## src/hw/rtl/ncps_pkg.sv

```systemverilog
// ----------------------------------------------------------------------------
// ncps_pkg
// Widths and lane types shared by the normalized-cut score pipeline.
// ----------------------------------------------------------------------------
package ncps_pkg;

   localparam int CORNER_W   = 32;
   localparam int QUAD_W     = CORNER_W + 1;
   localparam int CUT_W      = QUAD_W + 1;
   localparam int DEN_W      = CUT_W + 2;
   localparam int SCORE_FRAC = 20;
   localparam int QUO_W      = SCORE_FRAC + 1;
   localparam int NUM_W      = CUT_W + SCORE_FRAC + 1;
   localparam int SCORE_W    = SCORE_FRAC + 2;
   localparam int LANES      = 4;

   // One division in flight: partial remainder, divisor, numerator bits not
   // yet brought down, quotient so far, and a zero-divisor mark.
   typedef struct packed {
      logic [DEN_W-1:0] rem;
      logic [DEN_W-1:0] den;
      logic [QUO_W-1:0] nlow;
      logic [QUO_W-1:0] quo;
      logic             zero;
   } lane_type;

   typedef lane_type [LANES-1:0] lanes_type;

endpackage

```

## src/hw/rtl/ncps_div_step.sv

```systemverilog
// ----------------------------------------------------------------------------
// ncps_div_step
// One registered restoring-division step for all four lanes.
// ----------------------------------------------------------------------------
module ncps_div_step import ncps_pkg::*; (
   input  logic      clock,
   input  logic      reset,
   input  logic      en,
   input  logic      in_valid,
   input  lanes_type in_lanes,
   output logic      out_valid,
   output lanes_type out_lanes
);

   logic      valid_ff;
   lanes_type lanes_ff, lanes_in;

   always_comb begin
      logic [DEN_W:0] t;
      for (int i = 0; i < LANES; i++) begin
         t = {in_lanes[i].rem, in_lanes[i].nlow[QUO_W-1]};
         lanes_in[i] = in_lanes[i];
         lanes_in[i].nlow = {in_lanes[i].nlow[QUO_W-2:0], 1'b0};
         if (t >= {1'b0, in_lanes[i].den}) begin
            lanes_in[i].rem = DEN_W'(t - {1'b0, in_lanes[i].den});
            lanes_in[i].quo = {in_lanes[i].quo[QUO_W-2:0], 1'b1};
         end else begin
            lanes_in[i].rem = t[DEN_W-1:0];
            lanes_in[i].quo = {in_lanes[i].quo[QUO_W-2:0], 1'b0};
         end
      end
   end

   always_ff @(posedge clock) begin
      if (reset) begin
         valid_ff <= 1'b0;
      end else if (en) begin
         valid_ff <= in_valid;
      end
   end

   always_ff @(posedge clock) begin
      if (en) begin
         lanes_ff <= lanes_in;
      end
   end

   assign out_valid = valid_ff;
   assign out_lanes = lanes_ff;

endmodule

```

## config.mk

```make
export PLATFORM = sky130hd
export DESIGN_NAME = ncps_div_step
export DESIGN_NICKNAME = d
export VERILOG_FILES = /design/src/hw/rtl/ncps_pkg.sv /design/src/hw/rtl/ncps_div_step.sv
export SDC_FILE = /design/constraint.sdc
export NUM_CORES = 1
export LEC_CHECK = 0
export ABC_CLOCK_PERIOD_IN_PS = 7100
export BUFFER_PORTS_ARGS = -buffer_cell sky130_fd_sc_hd__buf_4
export CAP_MARGIN = 15
export CELL_PAD_IN_SITES_DETAIL_PLACEMENT = 1
export CELL_PAD_IN_SITES_GLOBAL_PLACEMENT = 1
export CORE_AREA = 2 2 363 365
export DETAILED_ROUTE_END_ITERATION = 10
export DIE_AREA = 0 0 365 367
export HOLD_SLACK_MARGIN = 0.08
export PLACE_DENSITY_LB_ADDON = 0.12
export SYNTH_ARGS = -nofsm -noshare
export SYNTH_HDL_FRONTEND = slang
export SYNTH_SLANG_ARGS = --single-unit
```

## constraint.sdc

```tcl
create_clock -name clock -period 7.1 [get_ports clock]
set_clock_uncertainty 0.05 [all_clocks]
set_input_delay 0.71 -clock clock [delete_from_list [all_inputs] [get_ports clock]]
set_output_delay 0.71 -clock clock [all_outputs]
set_load 0.03 [all_outputs]
```

=== Word level (Yosys, flattened, before mapping) ===
Cells that the tools add are included.

* Bits of input ports: 464
* Output and inout port bits: 461
* Register bits after elaboration: 457
* Word-level logic and storage cells: 37

* Magnitude comparators: 4
* $add $sub $neg: 4
* Multiplexer cells: 8

{| class="wikitable"
|+ Operators by type and width
! kind !! number
|-
| $ge 37x36->1 || 4
|-
| $mux 36 || 4
|-
| $sub 36x36->36 || 4
|-
| $mux 1 || 4
|}

=== Longest topological paths before layout ===
Gate-level depths: netlist of run 1.

* Depth in word-level cells: 2
* Mapped depth: 14
* Depth with buffers taken out: 11

=== Worst setup path after synthesis of run 1 ===
OpenSTA, ideal clock, no wires.

* Kind: input port to flip-flop
* Start point: input in_lanes[281] (netlist name)
* End point: register lanes_ff, in the netlist out_lanes[317] (data pin)
* Data required time: 6.790 ns
* Buffers on the path: 3
* Setup time: 0.260 ns
* Arrival: 3.077 ns
* Stages: 13
* Path slack: 3.713 ns
* Path through: inv_1 ha_1 buf_2 nand4_1 or3_1 a211o_1 nand2_2 a21oi_2 a211oi_4 or2_1 buf_6 buf_12 mux2_4

{| class="wikitable"
|+ RTL lines
! item !! RTL line !! text
|-
| start, declared || ncps_div_step.sv:10 || <nowiki>input lanes_type in_lanes,</nowiki>
|-
| end signal, assigned || ncps_div_step.sv:44 || <nowiki>lanes_ff <= lanes_in;</nowiki>
|-
| end, declared || ncps_div_step.sv:16 || <nowiki>lanes_type lanes_ff, lanes_in;</nowiki>
|}

==> results.txt, run 1 <==
- Width of the die: 365 um
* Number of antenna violations at the first check in global routing: 21
- The max-slew violation total from the final report was 0.
* Multiplexer share of the synthesized area: 0.0355
* Count of antenna-violating nets left after detailed routing: 0
* CTS Buf Count: 61
- Detail-routed net length per standard cell: 22.0 um
- Counting distinct cell types in the post-synthesis netlist gives 90.
- Drc violations: 0
* Drt total wl: 108000 um
* Largest family of logic cells by synthesized area: compound AO/OA/AOI/OAI gates
- Counting flops with a built-in enable in the synthesized netlist gives 456.
- The first detailed-routing pass ran for 5 iterations.
- For the worst-skew pair, the clock arrives at the later sink with an insertion delay of 0.67 ns.
- During placement, the flow inserted port buffers numbering 916.
- In this design, the largest share of critical-path delay is due to simple AND/OR/NAND/NOR gates.
- For the worst setup path, the data arrival time is 4.74 ns.
- In this run the worst hold path is classified as in -> reg.
- Setup repair after global routing missed its margin: false
- Final Total Pwr: 9.13 mW
- Once routing completed, OpenROAD measured the worst setup slack at 2.69 ns.
- Row Count: 133
- In this run the critical register-to-register path is captured at out_valid.
* Number of cells produced by synthesis: 2078
- The run finished with clean final reports.
* Final #Nets: 3724
- Placed wire-length estimate after detailed placement: 88100 um
- Hold Path Stages: 1
- Launch instance of the worst min-delay path: in_lanes[66]
* Share of post-route cells with drive strength above 1: 0.344
- Timing would allow up to 227 MHz.
- IR analysis of the VDD net gives a maximum drop of 169 uV.
* Final critical-path share of the clock period: 0.621
- The worst setup path is captured at a flop.
- For met3 alone, demand over resource in global routing was 0.0592.
- A synthesized cell averages 11.8 um^2.
- In this run the vertical extent of the chip is 367 um.
* GRT met2 Usage: 0.273
- Area fraction in compound gates after synthesis: 0.148
- Area of the die: 0.134 mm^2
* Global-route wire length before repair: 154000 um
- Summed over all layers, the global routing overflow is 0.
- Number of violations reported at the end of detailed-routing iteration 0: 767
- Yosys warns: 0
- Counting both buffers and inverters, the worst setup path holds a total of 3.
* Synth async-reset ratio: 0
* Number of setup violations in the final report: 0
- Compared with the post-synthesis result, the final layout area differs by 49.2%.
- Across every metal layer, demand over resource in global routing totals 0.155.
- Leakage power total: 15.5 nW
- Maximum level of the CTS H-tree: 2
- Summed over all failing endpoints, the final setup total negative slack is 0 ns.
- Cell at the slowest stage of the critical path: or2_2
- Entering global routing, the biggest net connects 143 pins.
* Tmin final: 4.41 ns
- In the final layout, flip-flops and latches occupy 0.0137 mm^2.
- Library cell used as clock root buffer: clkbuf_16
* Vias in the first global route: 22.4k
- Final Hold Vio Count: 0
* Basic-gate share of the synthesized area counting and, or, nand and nor cells: 0.0945
- Primary flip-flop cell chosen by synthesis mapping: edfxtp_1
- After filler insertion, the fill cell instance count of the layout stands at 14.8k.
* Number of flip-flops and latches in the synthesized netlist: 457
- The region available for standard cell placement spans 0.130 mm^2.
- Post-synthesis instance area: 0.0245 mm^2
- Clock tree buffer depth: 3
- In the layout the commonest cells are buf_4 (920), edfxtp_1 (456), inv_1 (184).
* Worst path required time: 7.43 ns
* Slew at the pin closest to its max-slew limit: 1.01 ns
- Of all cell types, the one taking the most synthesized area is edfxtp_1.
* Worst setup path startpoint: in_lanes[295]
- Across the run, the number of max-cap violations was 0.
- Non-filler cells, final: 4926
- The layer flagged by global routing as most heavily used is met2.
- Min-Delay Endpoint: out_lanes[66]
* Gpl congestion: 0.827
- I/O Pins: 925
- In this run the power density over the cells is 250 mW/mm^2.
- STA classifies the critical path startpoint as an input port.
- Measured in cells, the most critical reg-to-reg path has a length of 2.
- OpenSTA, run right after detailed placement, puts the worst setup slack at 1.83 ns.
- Starting density of the core: 0.188
* Share of the synthesized area in the top cell type: 0.559
- Post-synthesis xor/xnor area fraction: 0.0390
* Sequential cell area fraction in the yosys report: 0.560
- Register clock-pin slew on the reported worst setup and hold paths: 0.06 ns
- TritonCTS built the clock tree.
- Placed Cells: 4680
- Of all nets on the critical path, the largest fanout is 29.
- For this design, the sink count on the clock tree is 457.
- Worst reg2reg startpoint: out_valid
- Worst relative slew slack: 0.327
- Of the total synthesized cell area, the portion taken by full adders, half adders and majority gates is 0.0768.
* Area used by multi-input combinational logic: 0.00967 mm^2
- Global routing usage on met1: 0.173
* Detail-routed via count per cell: 4.21
* Post-CTS setup buffer count: 0
* CP peak stage delay: 0.88 ns
- Via total after detailed routing: 20.7k
* Cell types occupying the most area after synthesis: edfxtp_1 (56%), ha_1 (7.4%), a21oi_1 (3.2%), inv_1 (2.8%), xnor2_1 (2.5%)
* Startpoint-to-endpoint class of the critical path: in -> reg
* Most common cell after layout, fill and taps aside: buf_4
- Series of cell instances along the critical path: buf_4, inv_1, ha_1, nand2_1, nor2_1, nand2_1, or4_1, nor4_1, a2111o_1, or2_2, buf_4, mux2_4
- Register-to-register setup slack: 6.45 ns
## where the power goes
part | internal [mW] | switching (mW) | leakage (nW)
Combinational | 0.985 | 1.54 | 10.1
Sequential | 3.32 | 0.0904 | 4.47
Clock | 1.87 | 1.33 | 0.993
## registers in the layout, indices dropped and copies added, names as in the netlist
| name | cells |
|---|---|
| out_lanes | 456 |
| out_valid | 1 |
## through the flow
| step | area, um^2 | utilization | hold WS, ns |
|---|---|---|---|
| 4_1_cts | 36500 | 0.280 | 0.0802 |
| 3_5_place_dp | 33200 | 0.255 | 0.443 |
| 5_1_grt | 36500 | 0.280 | 0.0967 |
| 2_1_floorplan | 24500 | - | 0.580 |
| 3_3_place_gp | 33200 | 0.255 | 0.440 |
| 6_report | 36600 | 0.280 | 0.157 |
## worst register-to-register path, delay by kind of cell, from the launching register on
family           cells  cell delay, ns
multiplexers         1            0.12
AND/OR/NAND/NOR      1            0.06
flip-flops           1            0.31
## synthesized netlist by cell type, types with 27 or more instances
| cell type | number |
|---|---|
| edfxtp_1 | 456 |
| xnor2_1 | 71 |
| nand4_1 | 27 |
| nand2_1 | 149 |
| a21oi_1 | 159 |
| ha_1 | 144 |
| clkbuf_1 | 47 |
| nand3_1 | 40 |
| mux2_1 | 28 |
| a21o_1 | 71 |
| nor3_1 | 37 |
| xor2_1 | 38 |
| nor2_1 | 104 |
| inv_1 | 184 |
| o21ai_0 | 109 |
## worst max path at each step
| stage | to | depth (start not counted) |
|---|---|---|
| final | out_lanes[331] | 12 |
| after global routing | out_lanes[336] | 12 |
| after CTS | out_lanes[336] | 12 |
| after detailed placement | out_lanes[336] | 12 |
| after global placement | out_lanes[331] | 12 |
| after floorplan | out_lanes[317] | 13 |
## cells by family after synthesis
kind of cell,count (synthesis)
other,1
multiplexers,71
AND/OR/NAND/NOR,477
flip-flops,457
buffers and inverters,265
AO/OA/AOI/OAI,550
adder cells (fa/ha/maj),148
XOR/XNOR,109
## final cells by class
type	count	share of cell area
antenna	11	0.000753
clock buffer	69	0.0426
clock inverter	42	0.0135
inverter	186	0.0192
multi-input combinational	1359	0.264
sequential	457	0.375
tap	1755	0.0601
timing repair buffer	1047	0.224
## timing repair
item	CTS	global route
resized for setup	0	0
hold endpoints to repair	124	0
hold buffers	124	0
setup endpoints to repair	0	0
## routing by layer
metal | vias up | part of all wire
li1 | 9807 | -
met1 | 10082 | 0.38
met2 | 685 | 0.50
met3 | 124 | 0.095
met4 | 22 | 0.024
met5 | - | 0.0013
Note: power is estimated with default switching activity, not from simulation.
==> run 2: changes to the inputs <==
--- a/config.mk
+++ b/config.mk
@@ -5,14 +5,14 @@
 export SDC_FILE = /design/constraint.sdc
 export NUM_CORES = 1
 export LEC_CHECK = 0
-export ABC_CLOCK_PERIOD_IN_PS = 7100
+export ABC_CLOCK_PERIOD_IN_PS = 4400
 export BUFFER_PORTS_ARGS = -buffer_cell sky130_fd_sc_hd__buf_4
 export CAP_MARGIN = 15
 export CELL_PAD_IN_SITES_DETAIL_PLACEMENT = 1
 export CELL_PAD_IN_SITES_GLOBAL_PLACEMENT = 1
-export CORE_AREA = 2 2 363 365
+export CORE_AREA = 2 2 355 357
 export DETAILED_ROUTE_END_ITERATION = 10
-export DIE_AREA = 0 0 365 367
+export DIE_AREA = 0 0 357 359
 export HOLD_SLACK_MARGIN = 0.08
 export PLACE_DENSITY_LB_ADDON = 0.12
 export SYNTH_ARGS = -nofsm -noshare
==> constraint.sdc (replaced) <==
create_clock -name clock -period 4.4 [get_ports clock]
set_clock_uncertainty 0.05 [all_clocks]
set_input_delay 0.44 -clock clock [delete_from_list [all_inputs] [get_ports clock]]
set_output_delay 0.44 -clock clock [all_outputs]
set_load 0.03 [all_outputs]
==> run 2 against run 1 <==
Net effect:
- combinational power rose by 72%
- setup slack got worse by 2.1 ns
- clock-buffer cell count rose by 3
- sequential cell count did not move
- sequential power rose by 61%
- largest cell class unchanged
- highest routed layer unchanged
- cell count rose by 4.6%
- hold slack got worse by 0.012 ns
- register-to-register slack got worse by 3.3 ns
==> results.txt, run 2 (same netlist as run 1, synthesis figures left out) <==
* Worst reg2reg startpoint: out_valid
- The top cell types in the final layout, fill and taps aside, are buf_4 (925), edfxtp_1 (456), dlygate4sd3_1 (445).
- The overall routed net length came to 110000 um (+1.3%).
* Drc violations: 0 (unchanged)
* Most common cell after layout, fill and taps aside: buf_4
* Final critical-path share of the clock period: 0.876
- Count of antenna-violating nets left after detailed routing: 0 (unchanged)
- Arrival time worst endpoint: 4.20 ns (-0.54 ns)
- Startpoint-to-endpoint class of the critical path: in -> reg
* Width of the die: 357 um (-2.2%)
* Leakage power total: 16.9 nW (+8.8%)
- Detail-routed via count per cell: 4.27 (+1.4%)
* I/O Buffers: 916 (unchanged)
- The data required time at the worst endpoint is 4.75 ns (-2.68 ns).
- Number of antenna violations at the first check in global routing: 21 (unchanged)
- Max Cap Violations: 0 (unchanged)
- The flow ran to the end, and the final reports show no timing, DRC or antenna violations.
- The post-CTS setup buffer count is 0 (unchanged).
- Placed wire-length estimate after detailed placement: 88400 um (+0.35%)
- The max-slew violation total from the final report was 0 (unchanged).
- I/O Pins: 925 (unchanged)
* Library cell used as clock root buffer: clkbuf_16
- Setup repair after global routing missed its margin: false
- Total negative slack: 0 ns (unchanged)
- Final Hold Vio Count: 0 (unchanged)
- The placeable core region was 0.125 mm^2 (-4.5%).
- The maximum resistive drop on vdd is 297 uV (+76%).
* Number of resized instances in the post-cts repair step: 0 (unchanged)
- Number of violations reported at the end of detailed-routing iteration 0: 956 (+25%)
- The clock latency at the later pin of the worst-skew pair was 0.67 ns (about the same).
- CP Max Fanout: 33 (+14%)
- Max Freq: 260 MHz
- Layout-stage area growth over the synthesis result: 62.0%
* Clock tree buffer depth: 3 (unchanged)
- Flip-flop count of the largest register after layout: 456 (unchanged)
- The critical path starts at in_lanes[55].
- The via count of the first global-routing pass was 24.5k (+9.1%).
* Maximum number of pins on one net before global-route repair: 78 (-45%)
- Slew at the pin closest to its max-slew limit: 0.799 ns (-0.211 ns)
- Gpl congestion: 0.846 (+2.3%)
* Crit path capture type: flop
- Worst Setup Slack post-DPL: 0.364 ns (-1.47 ns)
* Register clock-pin slew on the reported worst setup and hold paths: 0.06 ns (about the same)
- Detail-routed net length per standard cell: 21.3 um (-3.2%)
* CTS Buf Count: 61 (unchanged)
* Via total after detailed routing: 22.0k (+6.1%)
* Area of the die: 0.128 mm^2 (-4.3%)
- The global-route total usage across every layer is 0.166 (+0.0104).
- Final #Nets: 4056 (+8.9%)
- Path category of the worst min-delay check: in -> reg
* Total power density per cell area: 373 mW/mm^2 (+49%)
- Y dimension of the die: 359 um (-2.2%)
- Tmin final: 3.85 ns
- Starting density of the core: 0.197 (+0.00885)
- Maximum level of the CTS H-tree: 2 (unchanged)
- The worst hold path begins at in_lanes[320].
- The setup-violating endpoint count in the final report was 0 (unchanged).
* Fin Hold WS: 0.145 ns (-0.0122 ns)
- The minimum setup slack in the final design came to 0.547 ns (-2.15 ns).
- Clock tree from TritonCTS: done
- Global-route wire length before repair: 161000 um (+4.1%)
* First-pass DRT Iterations: 5 (unchanged)
* Leftover overflow at the end of global routing: 0 (unchanged)
* Share of post-route cells with drive strength above 1: 0.313 (-0.0311)
* Worst relative slew slack: 0.467 (+0.141)
- The number of core rows came to 130 (-2.3%).
- The number of clock sinks was 457 (unchanged).
- Kind of start point of the critical path: input port
[run 2: cell count changes in the layout (fill, tap and decap cells not counted), sizes merged]
cell,previous run,this run
inv,188,187
buf,923,934
bufinv,8,5
diode,11,10
clkinvlp,4,6
clkbuf,69,72
dlygate4sd3,124,445
[run 2: path summary, 6_finish.rpt]
path,end,slack [ns],depth (start not counted)
worst max-delay path,out_lanes[81],0.55,13
worst min-delay path,out_lanes[321],0.14,3
worst max register to register,out_valid,3.18,3
worst min register to register,out_valid,1.03,3
[run 2: timing repair]
item,4_1_cts,5_1_grt
setup endpoints to repair,0,0
hold buffers,445,0
hold endpoints to repair,444,0
[run 2: cell type report]
class	instances	area (um^2)
fillers	13940	84900
flip-flops and latches	457	13700
repair buffers	1379	11600
multi-input cells	1359	9670
well taps	1650	2060
clock buffers	72	1570
inverters	186	701
clock inverters	40	400
diodes	10	25.0
[run 2: where the power goes]
part / switching, mW / total [mW] / internal [mW]
Combinational: 2.57 / 4.36 / 1.79
Clock: 2.09 / 4.93 / 2.84
Sequential: 0.148 / 5.50 / 5.35
Total: 4.80 / 14.8 / 9.99
[run 2: stage by stage]
| stage | cell area [um^2] | utilization | power (mW) | instances |
|---|---|---|---|---|
| after global placement | 33300 | 0.267 | 9.61 | 4586 |
| after CTS | 39700 | 0.319 | 15.1 | 5143 |
| final | 39700 | 0.319 | 14.8 | 5153 |
| after detailed placement | 33300 | 0.267 | 9.64 | 4586 |
| after floorplan | 24500 | - | 7.84 | 2081 |
| after global routing | 39700 | 0.319 | 15.5 | 5152 |
[run 2: critical path, stage by stage]
cell and delay, ns:
dlygate4sd3_1 0.54, buf_4 0.12, inv_1 0.05, ha_1 0.39, nand4_2 0.24, nor3_2 0.29
a21boi_1 0.29, o31ai_2 0.14, a211oi_2 0.43, o21ai_2 0.19, o21a_4 0.29, inv_4 0.38
mux2_2 0.39
[run 2: metal layers]
layer / part of all wire / vias to the layer above / GRT usage / routed length [um]
li1: - / 10466 / - / -
met1: 0.40 / 10676 / 0.193 / 44300
met2: 0.49 / 689 / 0.291 / 54000
met3: 0.078 / 138 / 0.0507 / 8540
met4: 0.026 / 14 / 0.0467 / 2910
met5: 0.00073 / - / 0 / 80
